File: src/ctf_pkg.sv
// shared types and constants for the csv field tokenizer
package ctf_pkg;

    localparam int MAX_FIELDS = 255;
    localparam logic [7:0] FIELD_BOUND = (MAX_FIELDS < 255) ? 8'(MAX_FIELDS) : 8'd255;

    localparam logic [7:0] CH_QUOTE      = 8'd34;
    localparam logic [7:0] CH_NEWLINE    = 8'd10;
    localparam logic [7:0] SEP_RESET     = 8'd44;
    localparam logic [31:0] LINE_MAX     = 32'hFFFF_FFFF;
    localparam logic       REG_SEPARATOR = 1'b0;

    typedef enum logic [1:0] {
        MODE_PLAIN   = 2'd0,
        MODE_QUOTED  = 2'd1,
        MODE_PENDING = 2'd2
    } t_mode;

    typedef enum logic [1:0] {
        KIND_DATA  = 2'd0,
        KIND_FIELD = 2'd1,
        KIND_ROW   = 2'd2,
        KIND_ERROR = 2'd3
    } t_kind;

    typedef struct packed {
        logic       action;
        logic [7:0] text_byte;
    } t_in_item;

    typedef struct packed {
        t_kind       token_kind;
        logic [7:0]  data_byte;
        logic [7:0]  row_field_count;
        logic [7:0]  expected_count;
        logic [31:0] row_number;
    } t_out_item;

    typedef struct packed {
        logic      valid;
        t_out_item item;
    } t_parse_res;

endpackage

File: src/csv_field_tokenizer.sv
// top level: input register, parser, result register and apb configuration
// one byte or end-of-stream marker per cycle unless stalled, at most one token per item
// a result passes the input register and then the result register before it is shown
// sustained throughput one item per cycle while the output is not stalled; both registers stall together
// synchronous active-low reset: unquoted mode, counts cleared, line 1, separator 44
module csv_field_tokenizer
    import ctf_pkg::*;
(
    input  logic        i_clk,
    input  logic        i_rst_n,
    input  logic        i_in_valid,
    output logic        o_in_stall,
    input  t_in_item    i_in_item,
    output logic        o_out_valid,
    input  logic        i_out_stall,
    output t_out_item   o_out_item,
    input  logic        psel,
    input  logic        penable,
    input  logic        pwrite,
    input  logic [2:0]  paddr,
    input  logic [31:0] pwdata,
    output logic [31:0] prdata,
    output logic        pready
);

    logic       r_in_valid;
    t_in_item   r_in_item;
    logic       adv, in_take;
    logic [7:0] separator;
    t_parse_res res;

    assign adv        = r_in_valid && (!o_out_valid || !i_out_stall);
    assign o_in_stall = r_in_valid && !adv;
    assign in_take    = i_in_valid && !o_in_stall;

    always_ff @(posedge i_clk) begin
        if (!i_rst_n) begin
            r_in_valid <= 1'b0;
        end else if (in_take) begin
            r_in_valid <= 1'b1;
        end else if (adv) begin
            r_in_valid <= 1'b0;
        end
    end

    always_ff @(posedge i_clk) begin
        if (in_take) begin
            r_in_item <= i_in_item;
        end
    end

    ctf_cfg_regs u_cfg (
        .i_clk       (i_clk),
        .i_rst_n     (i_rst_n),
        .psel        (psel),
        .penable     (penable),
        .pwrite      (pwrite),
        .paddr       (paddr),
        .pwdata      (pwdata),
        .prdata      (prdata),
        .pready      (pready),
        .o_separator (separator)
    );

    ctf_parser u_parser (
        .i_clk       (i_clk),
        .i_rst_n     (i_rst_n),
        .i_fire      (adv),
        .i_item      (r_in_item),
        .i_separator (separator),
        .o_res       (res)
    );

    ctf_out_reg u_out (
        .i_clk       (i_clk),
        .i_rst_n     (i_rst_n),
        .i_adv       (adv),
        .i_res       (res),
        .i_out_stall (i_out_stall),
        .o_out_valid (o_out_valid),
        .o_out_item  (o_out_item)
    );

endmodule

File: src/ctf_cfg_regs.sv
// apb configuration register holding the separator byte
module ctf_cfg_regs
    import ctf_pkg::*;
(
    input  logic        i_clk,
    input  logic        i_rst_n,
    input  logic        psel,
    input  logic        penable,
    input  logic        pwrite,
    input  logic [2:0]  paddr,
    input  logic [31:0] pwdata,
    output logic [31:0] prdata,
    output logic        pready,
    output logic [7:0]  o_separator
);

    logic [7:0] r_sep;
    logic       wr_sep;

    assign pready = 1'b1;
    assign wr_sep = psel && penable && pwrite && (paddr[2] == REG_SEPARATOR);

    always_ff @(posedge i_clk) begin
        if (!i_rst_n) begin
            r_sep <= SEP_RESET;
        end else if (wr_sep) begin
            r_sep <= pwdata[7:0];
        end
    end

    always_comb begin
        prdata = '0;
        if (paddr[2] == REG_SEPARATOR) begin
            prdata = {24'd0, r_sep};
        end
    end

    assign o_separator = r_sep;

endmodule

File: src/ctf_parser.sv
// parse state and per-byte token decision
module ctf_parser
    import ctf_pkg::*;
(
    input  logic       i_clk,
    input  logic       i_rst_n,
    input  logic       i_fire,
    input  t_in_item   i_item,
    input  logic [7:0] i_separator,
    output t_parse_res o_res
);

    t_mode       r_mode, n_mode, plain_mode;
    logic [7:0]  r_fields, n_fields;
    logic        r_content, n_content;
    logic [7:0]  r_expected, n_expected;
    logic [31:0] r_line, n_line;
    logic        r_failed, n_failed;

    logic       live, is_q, is_nl, is_sep, plain_path, end_req;
    logic       row_over, row_mismatch, sep_over;
    logic [8:0] count9;
    logic [7:0] count8, row_expected;

    assign live   = i_fire && !r_failed;
    assign is_q   = (i_item.text_byte == CH_QUOTE);
    assign is_nl  = (i_item.text_byte == CH_NEWLINE);
    assign is_sep = (i_item.text_byte == i_separator);

    assign plain_path = (r_mode != MODE_QUOTED) && !((r_mode == MODE_PENDING) && is_q);
    assign end_req    = live && (i_item.action ? ((r_fields != 8'd0) || r_content)
                                               : (plain_path && is_nl));

    assign count9       = {1'b0, r_fields} + 9'd1;
    assign count8       = count9[7:0];
    assign row_over     = (count9 > {1'b0, FIELD_BOUND});
    assign row_mismatch = (r_expected != 8'd0) && (r_expected != count8);
    assign row_expected = (r_expected == 8'd0) ? count8 : r_expected;
    assign sep_over     = (r_fields >= FIELD_BOUND);

    assign plain_mode = (is_q && !is_nl && !is_sep) ? MODE_QUOTED : MODE_PLAIN;

    // next parse mode
    always_comb begin
        n_mode = r_mode;
        if (live) begin
            if (i_item.action) begin
                n_mode = MODE_PLAIN;
            end else begin
                case (r_mode)
                    MODE_QUOTED:  n_mode = is_q ? MODE_PENDING : MODE_QUOTED;
                    MODE_PENDING: n_mode = is_q ? MODE_QUOTED : plain_mode;
                    default:      n_mode = plain_mode;
                endcase
            end
        end
    end

    // result and counters
    always_comb begin
        o_res.valid                = 1'b0;
        o_res.item.token_kind      = KIND_DATA;
        o_res.item.data_byte       = 8'd0;
        o_res.item.row_field_count = 8'd0;
        o_res.item.expected_count  = r_expected;
        o_res.item.row_number      = r_line;
        n_fields   = r_fields;
        n_content  = r_content;
        n_expected = r_expected;
        n_line     = r_line;
        n_failed   = r_failed;
        if (end_req) begin
            o_res.valid = 1'b1;
            if (row_over) begin
                o_res.item.token_kind      = KIND_ERROR;
                o_res.item.row_field_count = FIELD_BOUND;
                n_failed                   = 1'b1;
            end else if (row_mismatch) begin
                o_res.item.token_kind      = KIND_ERROR;
                o_res.item.row_field_count = count8;
                n_failed                   = 1'b1;
            end else begin
                o_res.item.token_kind      = KIND_ROW;
                o_res.item.row_field_count = count8;
                o_res.item.expected_count  = row_expected;
                n_expected                 = row_expected;
                n_fields                   = 8'd0;
                n_content                  = 1'b0;
                if (r_line != LINE_MAX) begin
                    n_line = r_line + 32'd1;
                end
            end
        end else if (live && !i_item.action) begin
            if (r_mode == MODE_QUOTED) begin
                n_content = 1'b1;
                if (!is_q) begin
                    o_res.valid          = 1'b1;
                    o_res.item.data_byte = i_item.text_byte;
                end
            end else if ((r_mode == MODE_PENDING) && is_q) begin
                o_res.valid          = 1'b1;
                o_res.item.data_byte = CH_QUOTE;
            end else begin
                n_content = 1'b1;
                if (is_sep) begin
                    o_res.valid = 1'b1;
                    if (sep_over) begin
                        o_res.item.token_kind      = KIND_ERROR;
                        o_res.item.row_field_count = FIELD_BOUND;
                        n_failed                   = 1'b1;
                    end else begin
                        o_res.item.token_kind      = KIND_FIELD;
                        o_res.item.row_field_count = count8;
                        n_fields                   = count8;
                    end
                end else if (!is_q) begin
                    o_res.valid          = 1'b1;
                    o_res.item.data_byte = i_item.text_byte;
                end
            end
        end
    end

    always_ff @(posedge i_clk) begin
        if (!i_rst_n) begin
            r_mode     <= MODE_PLAIN;
            r_fields   <= 8'd0;
            r_content  <= 1'b0;
            r_expected <= 8'd0;
            r_line     <= 32'd1;
            r_failed   <= 1'b0;
        end else begin
            r_mode     <= n_mode;
            r_fields   <= n_fields;
            r_content  <= n_content;
            r_expected <= n_expected;
            r_line     <= n_line;
            r_failed   <= n_failed;
        end
    end

    a_failed_sticks: assert property (@(posedge i_clk) disable iff (!i_rst_n)
        r_failed |=> r_failed)
        else $error("error state left without reset");

    a_error_sets_failed: assert property (@(posedge i_clk) disable iff (!i_rst_n)
        (o_res.valid && (o_res.item.token_kind == KIND_ERROR)) |=> r_failed)
        else $error("format error did not stop the parser");

    a_silent_when_failed: assert property (@(posedge i_clk) disable iff (!i_rst_n)
        r_failed |-> !o_res.valid)
        else $error("result produced after error");

    a_row_clears_fields: assert property (@(posedge i_clk) disable iff (!i_rst_n)
        (o_res.valid && (o_res.item.token_kind == KIND_ROW))
            |=> (r_fields == 8'd0) && (r_expected != 8'd0))
        else $error("row end left field count or expected count wrong");

    a_fields_bounded: assert property (@(posedge i_clk) disable iff (!i_rst_n)
        r_fields <= FIELD_BOUND)
        else $error("field count beyond bound");

endmodule

File: src/ctf_out_reg.sv
// result register towards the output channel
module ctf_out_reg
    import ctf_pkg::*;
(
    input  logic       i_clk,
    input  logic       i_rst_n,
    input  logic       i_adv,
    input  t_parse_res i_res,
    input  logic       i_out_stall,
    output logic       o_out_valid,
    output t_out_item  o_out_item
);

    logic      r_valid;
    t_out_item r_item;

    always_ff @(posedge i_clk) begin
        if (!i_rst_n) begin
            r_valid <= 1'b0;
        end else if (i_adv) begin
            r_valid <= i_res.valid;
        end else if (!i_out_stall) begin
            r_valid <= 1'b0;
        end
    end

    always_ff @(posedge i_clk) begin
        if (i_adv && i_res.valid) begin
            r_item <= i_res.item;
        end
    end

    assign o_out_valid = r_valid;
    assign o_out_item  = r_item;

endmodule
File: config.mk
export PLATFORM = sky130hd
export DESIGN_NAME = csv_field_tokenizer
export DESIGN_NICKNAME = d
export VERILOG_FILES = /design/src/ctf_pkg.sv /design/src/csv_field_tokenizer.sv /design/src/ctf_cfg_regs.sv /design/src/ctf_parser.sv /design/src/ctf_out_reg.sv
export SDC_FILE = /design/constraint.sdc
export NUM_CORES = 1
export LEC_CHECK = 0
export ABC_AREA = 1
export BUFFER_PORTS_ARGS = -buffer_cell sky130_fd_sc_hd__buf_4
export CAP_MARGIN = 10
export CORE_MARGIN = 2
export CORE_UTILIZATION = 49
export DETAILED_ROUTE_END_ITERATION = 6
export PLACE_DENSITY_LB_ADDON = 0.3
export SLEW_MARGIN = 20
export SYNTH_ARGS = -nofsm -noshare
export SYNTH_HDL_FRONTEND = slang
export SYNTH_SLANG_ARGS = --single-unit
File: constraint.sdc
create_clock -name i_clk -period 2.9 [get_ports i_clk]
set_input_delay 0.29 -clock i_clk [delete_from_list [all_inputs] [get_ports i_clk]]
set_output_delay 0.29 -clock i_clk [all_outputs]
set_load 0.02 [all_outputs]
---- After elaboration in Yosys (flattened, before gate mapping) ----
Cells that the tools add are included.
operators by class
  add/subtract/negate cells ............... 2
  $lt $le $gt $ge ......................... 2
  eq/ne operators ......................... 16
  multiplexer cells ....................... 59
  bitwise operators ....................... 4
  reduce and logical (&&, ||, !) cells .... 39
operator list
  kind                                                            count
  two-way mux 8 bit                                               23
  adder 32 x 1 -> 32 bit (second input constant)                  1
  != test 32 bit (second input constant)                          1
  two-way mux 1 bit                                               25
  two-way mux 19 bit                                              1
  logical AND 1 bit                                               16
  two-way mux 2 bit                                               8
  nonzero test 8 bit                                              2
  != test 2 x 1 -> 1 bit (second input constant)                  5
  adder 8 x 1 -> 9 bit (second input constant)                    1
  greater-than comparator 9 x 8 -> 1 bit (second input constant)  1
  zero test 1 bit                                                 9
  equality test 8 x 4 -> 1 bit (second input constant)            1
  equality test 8 x 6 -> 1 bit (second input constant)            1
  equality test 8 bit                                             1
  greater-or-equal comparator 8 bit (second input constant)       1
  zero test 8 bit                                                 1
  != test 8 bit                                                   1
  AND reduction 4 bit                                             2
  nonzero test 2 bit                                              4
  AND reduction 7 bit                                             1
  AND reduction 6 bit                                             1
  != test 2 bit (second input constant)                           2
  NOT 1 bit                                                       4
  8 further kinds                                                 9
word-level totals
  flip-flop bits (word level) ............. 129
  input port bits ......................... 51
  output and inout port bits .............. 93
  logic and storage cells ................. 138

---- Longest topological paths before layout ----
  word-level depth ........................ 9
  mapped depth ............................ 17
  depth with buffers taken out ............ 16

---- Cells and area by module ----
From an unflattened synthesis, not the netlist that was laid out.
unflattened totals
  cell total of the unflattened synthesis .. 798
  area, all modules ....................... 6622.6 µm²
by module, submodules not included
  module               times used  cells each  area an instance (µm²)  seq. area each (µm²)
  ctf_parser           1           619         3843.7                  1041.0
  ctf_out_reg          1           65          1795.5                  1761.7
  ctf_cfg_regs         1           95          646.9                   160.2
  csv_field_tokenizer  1           19          336.6                   290.3

---- Least setup slack after synthesis ----
No wires, ideal clock.
  path kind ............................... reg2reg
  start point ............................. register r_in_item[5] in the netlist's numbering
  end point ............................... register u_out.r_item (netlist bit u_out.o_out_item[0]) (enable)
  setup time .............................. 0.417 ns
  arrival ................................. 2.600 ns
  required time ........................... 2.483 ns
  setup slack ............................. -0.117 ns
  stages on the path, launching flop included .. 8
  buffers on the path ..................... 0
  clock period less this slack ............ 3.017 ns
  cells stage by stage .................... edfxtp_1 -> xnor2_1 -> nand3_1 -> nor3_1 -> nand2_1 -> nand2_1 -> o21ai_0 -> nand2_1
on the way
  word-level cells in the longest chain between the ends .. 9
  elaborated cells on any way between the ends .. 16
  classes of those cells .................. eq/ne: 3; mux: 7; reduce/logical: 6
ends and longest elaborated chain
  item                                                        line                       text
  from (decl)                                                 csv_field_tokenizer.sv:27  t_in_item r_in_item;
  from (signal assigned)                                      csv_field_tokenizer.sv:48  r_in_item <= i_in_item;
  branches (longest 7 deep; another with two-way mux 19 bit)  -
  two-way mux 3 bit *                                         ctf_parser.sv:72           if (end_req) begin
  logical AND 1 bit *                                         ctf_out_reg.sv:28          if (i_adv && i_res.valid) begin
  to (signal assigned)                                        ctf_out_reg.sv:29          r_item <= i_res.item;
  to (decl)                                                   ctf_out_reg.sv:15          t_out_item r_item;
Every way passes the cells marked *.
A chain may end at the register's enable or synchronous reset.

---- Final worst setup path ----
  start point ............................. register r_in_item[7] in the netlist's numbering
  end point ............................... register u_out.r_item (netlist bit u_out.o_out_item[24]) (enable)
The elaborated chain is that of the path after synthesis.

==> metrics.yaml <==
setup_path:
  path_class: "reg -> reg"
  required_ns: 2.98
  arrival_ns: 2.61
  worstPathMaxFanout: 33
  cp-end-kind: "flop"
  crit_chain: "xor2_1 -> nor2_1 -> nand2_1 -> nor3_1 -> nand2_1 -> nand2_1 -> o21ai_0 -> nand2_2 -> buf_4"
  crit_slowest_cell: "edfxtp_1"
  slowest_delay_ns: 0.40
  ff2ff_path_depth: 9
  startpoint_type: "flop"
  crit_top_cell: "nand2_1"
clock_tree:
  htreeDepth: 4
  ctsHoldBuffers: 0
  post_cts_buffers: 0
  cts_tree: "built"
  cts-root-buf: "clkbuf_16"
  cts_made_buffers: 17
  cts_buffer_depth: 2
  clk_latency_ns: 0.43
  clkSlewWorstSetupHoldPaths_ns: 0.06
  ctsResizeCount: 0
  cts_sinks: 129
layout:
  final_area_um2: 7810
  nets: 920
  area_delta_synth_final_pct: 21.3
  drive_above_1_share_pct: 17.1
  nFillCells: 1154
  final_util_pct: 61.4
  final_common_cell: "nand2_1"
  mostFrequentLayoutCells: "nand2_1 (179), buf_4 (100), inv_1 (78), nor2_1 (75), edfxtp_1 (67)"
  diodes: 0
die:
  die_area_um2: 14100
  pin_count: 144
  core_area_um2: 12700
  fp.dieH_um: 119
  std_cell_rows: 41
  initial_utilization_pct: 50.6
  die_w_um: 119
power:
  peakVddDrop_uv: 324
  swShare_pct: 22.7
  p_switching_mw: 1.08
  leakage_nw: 3.26
  total_power_mw: 4.74
  power_density_nw_per_um2: 607
  p_seq_share_pct: 42.7
  clkPwrFrac_pct: 48.1
  intPower_mw: 3.66
  combPwrFrac_pct: 9.1
timing:
  post-route-period-util_pct: 87.2
  max_freq_mhz: 395
  drv_slew: 0
  skew_ns: 0.00828
  worst_pin_slew_ns: 0.595
  max-slew-margin-rel_pct: 60.2
  grt_setup_unrepaired: "false"
  setup_tns_ns: 0
  finalSetupViolCount: 0
  post-route-min-period_ns: 2.53
  finalHoldViolCount: 0
yosys:
  netlist_instances: 770
  synthSimpleGateAreaFrac_pct: 26.6
  ys.flop_type: "edfxtp_1"
  synth-edff-count: 67
  yosysWarningCount: 0
  ys_types: 35
  syn_avg_cell_area_um2: 8.36
  synth_area_um2: 6440
  synth-seq-area-share_pct: 50.5
  synth_compound_area_share_pct: 6.49
  synth_xor_xnor_area_share_pct: 5.31
  synthMuxAreaShare_pct: 0
  ys_ff_latch: 129
  synth_top_family_by_area: "simple AND/OR/NAND/NOR gates"
  synthArstFlopShare_pct: 0
  synth-adder-area-share_pct: 1.17
detailed_routing:
  wl_per_cell_um: 13.4
  drtIter0Drc: 351
  routed_via_density: 4.96
  drc: 0
  dr.pass1.iters: 5
  routed_wl_um: 14000
  postRouteAntennaNets: 0
  vias: 5194
min_path:
  hold_depth: 1
  hold_class: "in -> reg"
global_route:
  grt_usage_pct: 20.9
  grt_max_degree: 38
  grt_pass1_wl_um: 23300
  grt_remaining_overflow: 0
  first_global_vias: 4720
  antenna_found_initial: 0
place:
  dp_hpwl_um: 10100
  port_buffers: 92
  gp_congestion: 0.936
  placed_cell_area_um2: 7180
run:
  max_cap_viol_count: 0
run_status:
  status: "complete, no violations"
[worst max-delay path: cells and delay by family, from the launching register on]
kind | cells | cell delay, ns
AOI/OAI and AO/OA | 1 | 0.18
xor gates and xnor gates | 1 | 0.15
buffers and inverters | 1 | 0.35
DFF | 1 | 0.40
and+or+nand+nor | 6 | 1.08
[power by group through the flow]
stage | sequential (mW) | combinational (mW) | clock [mW]
3_5_place_dp | 2.07 | 0.434 | 0
4_1_cts | 2.03 | 0.435 | 2.31
5_1_grt | 2.03 | 0.478 | 2.41
6_report | 2.03 | 0.433 | 2.28
2_1_floorplan | 2.11 | 0.273 | 0
3_3_place_gp | 2.06 | 0.430 | 0
[kinds of logic (layout without fill, tap and decap cells)]
logic type,Yosys count,count (layout)
AND/OR/NAND/NOR,381,381
buffers and inverters,132,215
flip-flops,129,129
AO/OA/AOI/OAI,81,81
XOR/XNOR,39,39
adder cells (fa/ha/maj),6,6
other,2,25
[worst paths after layout]
path | start | slack, ns | to
worst max-delay path | r_in_item[7] | 0.37 | u_out.o_out_item[24]
worst min-delay path | i_in_item[6] | 0.04 | r_in_item[6]
worst max register to register | r_in_item[7] | 0.37 | u_out.o_out_item[24]
worst min register to register | u_parser.r_failed | 0.47 | u_parser.r_failed
[cells in the mapped netlist, types with 3 or more instances]
library cell  instances  area [µm²]
nand4_1              39         244
a21oi_1              63         315
nand3_1              34         170
nand2_1             180         676
ha_1                  6        75.1
nor2_1               75         282
nand2_2               5        31.3
buf_2                 6        30.0
edfxtp_1             67        2010
xnor2_1              13         114
o211ai_1              4        30.0
nand2_4               3        33.8
xor2_1               26         228
nor3_1               27         135
o21ai_0              13        65.1
buf_4                31         233
clkbuf_1             11        41.3
inv_1                78         293
inv_2                 3        11.3
nor2_2                4        25.0
dfxtp_1              62        1240
[per-layer routing]
layer	vias to the layer above	part of all wire, %	global-route usage (%)
met3	17	7.3	6.61
met4	0	1.4	7.22
li1	2685	-	-
met2	178	43	29.6
met1	2314	49	30.0
met5	-	0	0
[registers in the layout, indices dropped and copies added, names as in the netlist]
signal               flops
r_in_valid               1
u_parser.r_failed        1
r_in_item                9
u_parser.r_line         32
u_cfg.o_separator        8
u_parser.r_expected      8
u_out.o_out_item        58
u_parser.r_content       1
u_parser.r_mode          2
u_parser.r_fields        8
u_out.o_out_valid        1
[area by class of cell]
type	count	area, µm²	area share, %
Multi-Input combinational cell	532	2650	33.9
Tap cell	172	215	2.76
Clock buffer	19	443	5.67
Clock inverter	13	190	2.44
Sequential cell	129	3250	41.7
Timing Repair Buffer	100	751	9.61
Inverter	83	312	3.99
[per-stage QoR]
stage,hold slack (ns),cells,setup WS [ns]
5_1_grt,0.0204,1048,0.107
3_3_place_gp,0.447,1016,0.434
6_report,0.0374,1048,0.370
3_5_place_dp,0.454,1016,0.423
2_1_floorplan,0.389,793,0.409
4_1_cts,0.0261,1048,0.370
(Power assumes the default switching activity.)
